==> config.mk <==
export PLATFORM = sky130hd
export DESIGN_NAME = tlv_packet_deframer
export DESIGN_NICKNAME = d
export VERILOG_FILES = /design/src/design/tpd_pkg.sv /design/src/design/tpd_csr.sv /design/src/design/tpd_parser.sv /design/src/design/tlv_packet_deframer.sv
export SDC_FILE = /design/constraint.sdc
export NUM_CORES = 1
export LEC_CHECK = 0
export ABC_CLOCK_PERIOD_IN_PS = 3800
export BUFFER_PORTS_ARGS = -buffer_cell sky130_fd_sc_hd__buf_2
export CORE_ASPECT_RATIO = 0.75
export CORE_MARGIN = 1.5
export CORE_UTILIZATION = 40
export DETAILED_ROUTE_END_ITERATION = 6
export GPL_TIMING_DRIVEN = 0
export PLACE_DENSITY_LB_ADDON = 0.12
export SYNTH_ARGS = -nofsm -noshare
export SYNTH_HDL_FRONTEND = slang
export SYNTH_HIERARCHICAL = 1
export SYNTH_SLANG_ARGS = --single-unit
==> constraint.sdc <==
create_clock -name clock -period 3.8 [get_ports clock]
set_input_delay 0.76 -clock clock [delete_from_list [all_inputs] [get_ports clock]]
set_output_delay 0.76 -clock clock [all_outputs]
set_load 0.01 [all_outputs]
==> src/design/tpd_pkg.sv <==
package tpd_pkg;

   localparam int ByteWidth     = 8;
   localparam int TargetWidth   = 2;
   localparam int TagCodeWidth  = 3;
   localparam int CsrDataWidth  = 32;
   localparam int CsrAddrWidth  = 3;

   localparam logic [ByteWidth-1:0] HeaderByteReset = 8'h05;

   // Tags that name a known target.
   localparam logic [ByteWidth-1:0] TagFirst = 8'h01;
   localparam logic [ByteWidth-1:0] TagLast  = 8'h04;

   // Register indexes on the CSR port.
   localparam logic [0:0] RegHeaderByte = 1'b0;

   typedef enum logic [3:0] {
      FRAME_HUNT    = 4'b0001,
      FRAME_ARMED   = 4'b0010,
      FRAME_LENGTH  = 4'b0100,
      FRAME_PAYLOAD = 4'b1000
   } frame_phase_type;

   typedef enum logic [2:0] {
      BLOCK_TAG  = 3'b001,
      BLOCK_SIZE = 3'b010,
      BLOCK_DATA = 3'b100
   } block_phase_type;

   typedef struct packed {
      logic                   write_valid;
      logic [TargetWidth-1:0] target;
      logic [ByteWidth-1:0]   byte_offset;
      logic [ByteWidth-1:0]   value;
      logic                   packet_end;
   } result_type;

endpackage

==> src/design/tpd_csr.sv <==
module tpd_csr (
   input  logic                                clock,
   input  logic                                reset,
   input  logic                                psel,
   input  logic                                penable,
   input  logic                                pwrite,
   input  logic [tpd_pkg::CsrAddrWidth-1:0]    paddr,
   input  logic [tpd_pkg::CsrDataWidth-1:0]    pwdata,
   output logic [tpd_pkg::CsrDataWidth-1:0]    prdata,
   output logic                                pready,
   output logic [tpd_pkg::ByteWidth-1:0]       header_byte
);

   logic [tpd_pkg::ByteWidth-1:0] header_ff;
   logic [tpd_pkg::ByteWidth-1:0] header_in;
   logic                          reg_index;

   // Registers sit on 4-byte boundaries.
   assign reg_index = paddr[2];
   assign pready    = 1'b1;

   always_comb begin
      header_in = header_ff;
      if (psel && penable && pwrite && pready && (reg_index == tpd_pkg::RegHeaderByte)) begin
         header_in = pwdata[tpd_pkg::ByteWidth-1:0];
      end
   end

   always_ff @(posedge clock) begin
      if (reset) begin
         header_ff <= tpd_pkg::HeaderByteReset;
      end else begin
         header_ff <= header_in;
      end
   end

   always_comb begin
      prdata = '0;
      if (reg_index == tpd_pkg::RegHeaderByte) begin
         prdata = {{(tpd_pkg::CsrDataWidth-tpd_pkg::ByteWidth){1'b0}}, header_ff};
      end
   end

   assign header_byte = header_ff;

endmodule

==> src/design/tpd_parser.sv <==
module tpd_parser (
   input  logic                          clock,
   input  logic                          reset,
   input  logic                          step,
   input  logic [tpd_pkg::ByteWidth-1:0] rx_byte,
   input  logic [tpd_pkg::ByteWidth-1:0] header_byte,
   output logic                          emit,
   output tpd_pkg::result_type           result
);

   tpd_pkg::frame_phase_type         frame_ff, frame_in;
   tpd_pkg::block_phase_type         block_ff, block_in;
   logic [tpd_pkg::ByteWidth-1:0]    length_ff, length_in;
   logic [tpd_pkg::ByteWidth-1:0]    position_ff, position_in;
   logic [tpd_pkg::ByteWidth-1:0]    remaining_ff, remaining_in;
   logic [tpd_pkg::TagCodeWidth-1:0] target_ff, target_in;
   logic [tpd_pkg::ByteWidth-1:0]    offset_ff, offset_in;
   logic [tpd_pkg::ByteWidth-1:0]    next_position;
   logic                             last_byte;
   logic                             known_tag;

   assign next_position = position_ff + 8'd1;
   assign last_byte     = (next_position >= length_ff);
   assign known_tag     = (rx_byte >= tpd_pkg::TagFirst) && (rx_byte <= tpd_pkg::TagLast);

   always_comb begin
      frame_in     = frame_ff;
      block_in     = block_ff;
      length_in    = length_ff;
      position_in  = position_ff;
      remaining_in = remaining_ff;
      target_in    = target_ff;
      offset_in    = offset_ff;
      emit         = 1'b0;
      result       = '0;

      unique case (frame_ff)
         tpd_pkg::FRAME_HUNT: begin
            if (rx_byte == header_byte) begin
               frame_in = tpd_pkg::FRAME_ARMED;
            end
         end
         tpd_pkg::FRAME_ARMED: begin
            if (rx_byte == ~header_byte) begin
               frame_in = tpd_pkg::FRAME_LENGTH;
            end
         end
         tpd_pkg::FRAME_LENGTH: begin
            // A zero length byte is skipped.
            if (rx_byte != '0) begin
               length_in    = rx_byte;
               position_in  = '0;
               block_in     = tpd_pkg::BLOCK_TAG;
               remaining_in = '0;
               target_in    = '0;
               offset_in    = '0;
               frame_in     = tpd_pkg::FRAME_PAYLOAD;
            end
         end
         default: begin
            emit               = last_byte;
            result.packet_end  = last_byte;
            position_in        = next_position;
            if (last_byte) begin
               frame_in = tpd_pkg::FRAME_HUNT;
            end
            unique case (block_ff)
               tpd_pkg::BLOCK_SIZE: begin
                  remaining_in = rx_byte;
                  block_in     = (rx_byte != '0) ? tpd_pkg::BLOCK_DATA : tpd_pkg::BLOCK_TAG;
               end
               tpd_pkg::BLOCK_DATA: begin
                  emit               = 1'b1;
                  result.write_valid = (target_ff != '0);
                  if (target_ff != '0) begin
                     result.target = tpd_pkg::TargetWidth'(target_ff - 3'd1);
                  end
                  result.byte_offset = offset_ff;
                  result.value       = rx_byte;
                  offset_in          = offset_ff + 8'd1;
                  remaining_in       = remaining_ff - 8'd1;
                  if (remaining_ff == 8'd1) begin
                     block_in = tpd_pkg::BLOCK_TAG;
                  end
               end
               default: begin
                  // Tag byte; unknown tags keep their data but mark no target.
                  target_in = known_tag ? rx_byte[tpd_pkg::TagCodeWidth-1:0] : '0;
                  offset_in = '0;
                  block_in  = tpd_pkg::BLOCK_SIZE;
               end
            endcase
         end
      endcase
   end

   always_ff @(posedge clock) begin
      if (reset) begin
         frame_ff     <= tpd_pkg::FRAME_HUNT;
         block_ff     <= tpd_pkg::BLOCK_TAG;
         length_ff    <= '0;
         position_ff  <= '0;
         remaining_ff <= '0;
         target_ff    <= '0;
         offset_ff    <= '0;
      end else if (step) begin
         frame_ff     <= frame_in;
         block_ff     <= block_in;
         length_ff    <= length_in;
         position_ff  <= position_in;
         remaining_ff <= remaining_in;
         target_ff    <= target_in;
         offset_ff    <= offset_in;
      end
   end

endmodule

==> src/design/tlv_packet_deframer.sv <==
// Channel   Direction  Ports                                   Moves
// req       in         req_valid, req_ready, req_rx_byte       one received byte per request
// rsp       out        rsp_valid, rsp_ready, rsp_write_valid,  one write or packet-end result
//                      rsp_target, rsp_byte_offset,
//                      rsp_value, rsp_packet_end
// csr       in/out     psel, penable, pwrite, paddr, pwdata,   header byte register
//                      prdata, pready
//
// The block takes one request per cycle while req_ready is high. An accepted
// request is parsed from the input register; the output register puts its result on rsp.
// Reset is synchronous and returns the parser to hunting for a header.
// A request that gives no result is parsed even while a result waits on rsp;
// one that gives a result waits in the input register until the output
// register frees, and req_ready drops for that time.
module tlv_packet_deframer (
   input  logic                                clock,
   input  logic                                reset,
   input  logic                                req_valid,
   output logic                                req_ready,
   input  logic [tpd_pkg::ByteWidth-1:0]       req_rx_byte,
   output logic                                rsp_valid,
   input  logic                                rsp_ready,
   output logic                                rsp_write_valid,
   output logic [tpd_pkg::TargetWidth-1:0]     rsp_target,
   output logic [tpd_pkg::ByteWidth-1:0]       rsp_byte_offset,
   output logic [tpd_pkg::ByteWidth-1:0]       rsp_value,
   output logic                                rsp_packet_end,
   input  logic                                psel,
   input  logic                                penable,
   input  logic                                pwrite,
   input  logic [tpd_pkg::CsrAddrWidth-1:0]    paddr,
   input  logic [tpd_pkg::CsrDataWidth-1:0]    pwdata,
   output logic [tpd_pkg::CsrDataWidth-1:0]    prdata,
   output logic                                pready
);

   logic [tpd_pkg::ByteWidth-1:0] header_byte;

   // Input register.
   logic                          in_valid_ff, in_valid_in;
   logic [tpd_pkg::ByteWidth-1:0] in_byte_ff, in_byte_in;

   // Output register.
   logic                          out_valid_ff, out_valid_in;
   tpd_pkg::result_type           out_ff, out_in;

   logic                          emit;
   logic                          step;
   tpd_pkg::result_type           result;

   tpd_csr u_csr (
      .clock       (clock),
      .reset       (reset),
      .psel        (psel),
      .penable     (penable),
      .pwrite      (pwrite),
      .paddr       (paddr),
      .pwdata      (pwdata),
      .prdata      (prdata),
      .pready      (pready),
      .header_byte (header_byte)
   );

   tpd_parser u_parser (
      .clock       (clock),
      .reset       (reset),
      .step        (step),
      .rx_byte     (in_byte_ff),
      .header_byte (header_byte),
      .emit        (emit),
      .result      (result)
   );

   // The held byte moves on when it needs no output slot, or the slot is free
   // or being emptied this cycle.
   assign step      = in_valid_ff && (!emit || !out_valid_ff || rsp_ready);
   assign req_ready = !in_valid_ff || step;

   always_comb begin
      in_valid_in = in_valid_ff;
      in_byte_in  = in_byte_ff;
      if (req_valid && req_ready) begin
         in_valid_in = 1'b1;
         in_byte_in  = req_rx_byte;
      end else if (step) begin
         in_valid_in = 1'b0;
      end
   end

   always_comb begin
      out_valid_in = out_valid_ff;
      out_in       = out_ff;
      if (step && emit) begin
         out_valid_in = 1'b1;
         out_in       = result;
      end else if (rsp_ready) begin
         out_valid_in = 1'b0;
      end
   end

   always_ff @(posedge clock) begin
      if (reset) begin
         in_valid_ff  <= 1'b0;
         out_valid_ff <= 1'b0;
      end else begin
         in_valid_ff  <= in_valid_in;
         out_valid_ff <= out_valid_in;
      end
   end

   always_ff @(posedge clock) begin
      in_byte_ff <= in_byte_in;
      out_ff     <= out_in;
   end

   assign rsp_valid       = out_valid_ff;
   assign rsp_write_valid = out_ff.write_valid;
   assign rsp_target      = out_ff.target;
   assign rsp_byte_offset = out_ff.byte_offset;
   assign rsp_value       = out_ff.value;
   assign rsp_packet_end  = out_ff.packet_end;

endmodule

# Yosys cells after proc, flatten, opt, wreduce, memory -nomap -nowiden
# Cells that the tools add are included.
[totals]
regBits = 80
in_bits = 50
out_inout_bits = 55
word_cells = 100
[classes]
addsub = 4
n_lt_le_gt_ge = 3
eq_ne = 14
n_mux = 27
bitwise = 5
reduce_logical = 31
[op_table]
columns = ["operator", "n"]
rows = [
  ["one-hot mux 8 bit (2 select lines)", 5],
  ["2-to-1 mux 3 bit", 6],
  ["one-hot mux 3 bit (2 select lines)", 3],
  ["adder 8 x 1 -> 8 bit, second input constant", 2],
  ["== test 8 bit", 2],
  ["2-to-1 mux 4 bit", 4],
  ["2-to-1 mux 8 bit", 2],
  ["AND reduction 4 bit", 4],
  ["one-hot mux 4 bit (3 select lines)", 1],
  ["!= test 2 x 1 -> 1 bit, second input constant", 5],
  ["== test 8 x 1 -> 1 bit, second input constant", 1],
  [">= comparator 8 x 1 -> 1 bit, second input constant", 1],
  [">= comparator 8 bit", 1],
  ["less-or-equal comparator 8 x 3 -> 1 bit, second input constant", 1],
  ["NOT 8 bit", 1],
  ["nonzero test 8 bit", 1],
  ["subtractor 8 x 1 -> 8 bit, second input constant", 1],
  ["logical AND 1 bit", 7],
  ["2-to-1 mux 1 bit", 6],
  ["AND reduction 3 bit", 2],
  ["nonzero test 3 bit", 2],
  ["AND reduction 5 bit", 1],
  ["OR reduction 5 bit", 1],
  ["== test 4 x 1 -> 1 bit, second input constant", 1],
  ["other kinds (14)", 23],
]

# Depth between registers and ports, before layout
[depth]
depth_word = 11
ltp_mapped = 17
ltp_nobuf = 16

# Cells and area by module
# The synthesis kept the hierarchy.
[by_module_without_submodules]
columns = ["module", "n_inst", "cells_per_inst", "area_each_um2", "seq_area_each_um2"]
rows = [
  ["tpd_parser", 1, 332, 2666.3, 840.8],
  ["tlv_packet_deframer", 1, 40, 944.7, 880.8],
  ["tpd_csr", 1, 70, 620.6, 160.2],
]

# Worst setup path after synthesis
# No wires, ideal clock.
[synth_timing]
path_type = "register -> register"
startpoint = "register u_parser/position_ff[0] (netlist name)"
endpoint = "register u_parser/remaining_ff[5] (netlist name)"
setup_time_ps = 70
t_arrival_ps = 3379
required_ps = 3730
slack_ps = 350
stages_incl_launch_ff = 16
path_buffers = 0
period_less_slack_ps = 3450
path_cell_list = "dfxtp_1 -> ha_1 -> nand3_1 -> nor2_1 -> xor2_1 -> ha_1 -> a21o_1 -> a221o_1 -> nand2_1 -> nand2_1 -> a21boi_1 -> a21boi_2 -> o21ai_4 -> nor2_1 -> o2111ai_1 -> a21oi_1"
[synth_via]
elab_chain_len = 9
[synth_lines]
columns = ["item", "line", "source"]
rows = [
  ["from (decl)", "tpd_parser.sv:14", "logic [tpd_pkg::ByteWidth-1:0] position_ff, position_in;"],
  ["from (signal assigned)", "tpd_parser.sv:110", "position_ff <= position_in;"],
  ["adder 8 x 1 -> 8 bit", "tpd_parser.sv:22", "assign next_position = position_ff + 8'd1;"],
  [">= comparator 8 bit", "tpd_parser.sv:23", "assign last_byte = (next_position >= length_ff);"],
  ["2-to-1 mux 1 bit", "tpd_parser.sv:67", "unique case (block_ff)"],
  ["2-to-1 mux 1 bit", "tpd_parser.sv:37", "unique case (frame_ff)"],
  ["via emit", "tlv_packet_deframer.sv:47", "logic emit;"],
  ["logical NOT 1 bit", "tlv_packet_deframer.sv:76", "assign step = in_valid_ff && (!emit || !out_valid_ff || rsp_ready);"],
  ["logical OR 1 bit (2 in series)", "tlv_packet_deframer.sv:76", ""],
  ["logical AND 1 bit", "tlv_packet_deframer.sv:76", ""],
  ["via step", "tlv_packet_deframer.sv:48", "logic step;"],
  ["AND reduction 4 bit (no line)", "--", ""],
  ["to (signal assigned)", "tpd_parser.sv:111", "remaining_ff <= remaining_in;"],
  ["to (decl)", "tpd_parser.sv:15", "logic [tpd_pkg::ByteWidth-1:0] remaining_ff, remaining_in;"],
]
# The timed path passes the listed nets, and every way through them passes these cells.
# A chain may end at the register's enable or synchronous reset.

# Final worst setup path
[layout_timing]
startpoint = "register u_parser/position_ff[0] (netlist name)"
endpoint = "output port req_ready"
[layout_via]
elab_chain_len = 9
[layout_lines]
columns = ["item", "line", "source"]
rows = [
  ["adder 8 x 1 -> 8 bit", "tpd_parser.sv:22", ""],
  [">= comparator 8 bit", "tpd_parser.sv:23", ""],
  ["2-to-1 mux 1 bit", "tpd_parser.sv:67", ""],
  ["2-to-1 mux 1 bit", "tpd_parser.sv:37", ""],
  ["via emit", "tlv_packet_deframer.sv:47", ""],
  ["logical NOT 1 bit", "tlv_packet_deframer.sv:76", ""],
  ["logical OR 1 bit (2 in series)", "tlv_packet_deframer.sv:76", ""],
  ["logical AND 1 bit", "tlv_packet_deframer.sv:76", ""],
  ["logical OR 1 bit", "tlv_packet_deframer.sv:77", "assign req_ready = !in_valid_ff || step;"],
  ["to (decl)", "tlv_packet_deframer.sv:19", "output logic req_ready,"],
]
# The timed path passes the listed nets, and every way through them passes these cells.

==> summary.md <==
| Metric | Value |
|---|---|
| Status | finished clean |
| Sequential power share | 0.469 |
| FF+latch count, synth | 80 |
| Ports | around 110 |
| Mapped Area | around 0.0042 mm^2 |
| Register area share after synthesis | 0.445 |
| Clock power share | 0.482 |
| Final WS setup | 0.175 ns |
| Hold Crit Class | reg -> reg |
| GR Util All Layers | 0.180 |
| DP HPWL | about 7.0 mm |
| Req. time, crit path | a little over 3 ns |
| Initial antenna violation count | 0 |
| Later-pin clock latency in the skew report | 0.34 ns |
| Overflow after GRT | 0 |
| Syn Inst Count | between 400 and 500 |
| Switching Power | 0.417 mW |
| Largest cells by area after synthesis | dfxtp_1, edfxtp_1, buf_4 |
| Synth area leader | dfxtp_1 |
| Pre-CTS setup slack | -0.677 ns |
| Starting Density | 0.411 |
| Crit-path max FO | 5 |
| Critical Setup Path Class | reg -> out |
| Yosys cell types | 54 |
| Design area | around 0.0052 mm^2 |
| P_int | 1.51 mW |
| Total clock sinks | 80 |
| Final ANT Viol Nets | 0 |
| Top_reg_cell synth | dfxtp_1 |
| Async SR Flop Fraction | 0 |
| WP data arrival | approximately 2.9 ns |
| Max Fclk | about 280 MHz |
| Slew @ Worst Pin | ~0.9 ns |
| Vias in the first global route | 3125 |
| Die width | approximately 120 um |
| Max Cap Viol | 0 |
| Most common cell after layout, fill and taps aside | buf_2 |
| Drt first-iter violations | ~210 |
| Placed Cells | 654 |
| Drt drc | 0 |
| Area growth syn-to-layout | 21.9% |
| Via density per instance | around 4.9 |
| Pin count of the biggest net entering global routing | 21 |
| Startpoint types | flip-flop |
| Slew HR | 0.400 |
| Layout cells sized above 1 | 0.257 |
| CTS max path bufs | 2 |
| Final hold vios | 0 |
| Synthesized area per cell | ~9.6 um^2 |
| Tmin final | between 3 and 4 ns |
| CTS tree | done |
| First-pass GRT wire length | between 15 and 20 mm |
| Core Area | 0.0103 mm^2 |
| IO Port Bufs | 53 |
| Num CTS Buffers | 9 |
| Die area | 0.0112 mm^2 |
| Hold slack | about 0.46 ns |
| Static leakage | between 2 and 2.5 nW |
| Vias | about 3.3k |
| Final Routed Wirelength | approximately 9.6 mm |
| Fin crit share | 0.954 |
| # rows | 32 |
| Clk slew on worst S/H paths | approximately 0.060 ns |
| Top cell type's share of synthesized area | 0.246 |
| GP Congestion | 0.806 |
| Max Slew Vio Count | 0 |
| DR WL/cell | about 14 um |
| Power per cell area | about 370 mW/mm^2 |
| CTS H-tree lvls | 3 |
| Post-Layout Cell Count | 673 |
| Die height | about 92 um |
| Logic pwr share | 0.049 |
| Sw Ratio | 0.216 |
| Diodes inserted | 0 |
| Root Driver | clkbuf_16 |
| Hold Buf Count CTS | 0 |
| Worst vdd ir | 0.000276 V |
| Setup Skew | around 0.0042 ns |
| # setup viols final | 0 |
| Drt pass-1 iters | 4 |
| Most frequent cells in the layout | buf_2, dfxtp_1, nor2_1 |
| Nets@finish | a little under 600 |
| Yosys warns | 6 |
| DP Area | 0.00476 mm^2 |
| Number of synthesized flops with an enable pin | 28 |
| Crit end category | output port |
[power groups by stage]
| stage | clock network [mW] | logic (mW) | registers (mW) |
|---|---|---|---|
| global route | 0.986 | 0.104 | 0.904 |
| floorplan | 0 | 0.0657 | 0.915 |
| detailed placement | 0 | 0.0917 | 0.923 |
| CTS | 0.949 | 0.0938 | 0.904 |
| global placement | 0 | 0.0908 | 0.922 |
| finish | 0.929 | 0.0944 | 0.904 |
[synthesized netlist by cell type, types with 3 or more instances]
| master | instances |
|---|---|
| inv_1 | 13 |
| ha_1 | 12 |
| and3_1 | 21 |
| and2b_2 | 8 |
| a21oi_1 | 27 |
| buf_2 | 3 |
| nand3b_1 | 5 |
| nor2b_1 | 4 |
| mux2i_1 | 18 |
| nand2_1 | 33 |
| a311oi_1 | 6 |
| o21bai_1 | 3 |
| a21o_1 | 3 |
| a31oi_1 | 4 |
| nor2_1 | 45 |
| edfxtp_1 | 28 |
| buf_6 | 3 |
| xor2_1 | 6 |
| buf_4 | 25 |
| o2111ai_1 | 7 |
| a22oi_1 | 3 |
| nand3_1 | 12 |
| nor4_1 | 6 |
| nor3_1 | 9 |
| o21ai_0 | 8 |
| nand4_1 | 4 |
| nand2b_1 | 22 |
| dfxtp_1 | 52 |
| xnor2_1 | 13 |
| clkbuf_1 | 12 |
[critical path: stages (launching register included)]
cell	delay (ns)
dfxtp_2	0.38
ha_2	0.24
nand3_2	0.14
nor2_2	0.16
xor2_1	0.22
ha_1	0.29
a21o_1	0.19
a221o_1	0.38
nand2_1	0.14
nand2_2	0.11
nand4b_2	0.13
buf_2	0.15
[cell type report]
class                   count  area (um^2)
inverters                  13         48.8
repair buffers             56          288
clock inverters             7         96.3
clock buffers               9          225
plain buffers              43          282
well taps                 136          170
fillers                   966         5130
flip-flops and latches     80         1880
multi-input cells         329         2160
[per-layer routing]
layer  part of all wire  GRT usage
met5                  0          0
met4             0.0058     0.0598
met3              0.062     0.0386
met2               0.42      0.266
met1               0.51      0.259
[registers in the layout (all words and copies together), names as in the netlist, 2 cells and up]
name,cells
u_parser/length_ff,8
u_parser/remaining_ff,8
u_parser/target_ff,3
rsp_value,8
u_csr/header_byte,8
u_parser/block_ff,3
u_parser/offset_ff,8
u_parser/frame_ff,4
in_byte_ff,8
u_parser/position_ff,8
rsp_target,2
rsp_byte_offset,8
[metrics by stage]
stage / util / TNS, ns / power (mW)
after floorplan: - / 0 / 0.981
after global placement: 0.462 / -14.15 / 1.01
after detailed placement: 0.462 / -14.24 / 1.01
after CTS: 0.499 / 0 / 1.95
after global routing: 0.501 / -0.00835 / 1.99
final: 0.501 / 0 / 1.93
[worst paths after layout]
kind	startpoint	to	slack [ns]	cells after the start
worst min register to register	u_parser/length_ff[2]$_SDFFE_PP0P_	u_parser/length_ff[2]$_SDFFE_PP0P_	0.46	2
worst max register to register	u_parser/position_ff[0]$_SDFFE_PP0P_	u_parser/frame_ff[1]$_SDFFE_PP0P_	0.25	15
worst max-delay path	u_parser/position_ff[0]$_SDFFE_PP0P_	req_ready	0.17	11
worst min-delay path	u_parser/length_ff[2]$_SDFFE_PP0P_	u_parser/length_ff[2]$_SDFFE_PP0P_	0.46	2
[repair_timing]
| action | in CTS | in global routing |
|---|---|---|
| resized for setup | 7 | 8 |
| endpoints found under the hold margin | 0 | 0 |
| buffers inserted | 3 | 0 |
| setup endpoints to repair | 43 | 31 |
| pin swaps | 3 | 1 |
[cell families (layout without fill, tap and decap cells)]
family / after synthesis / after routing / share of synthesized area
flops: 80 / 80 / 0.445
mux: 20 / 20 / 0.0479
xor+xnor: 19 / 19 / 0.0393
simple gates: 183 / 183 / 0.240
fa+ha+maj: 12 / 12 / 0.0355
other cells: 2 / 25 / 0.00177
compound gates: 70 / 70 / 0.113
buf+inv: 56 / 128 / 0.0781
Power figures use the tool's default switching activity.
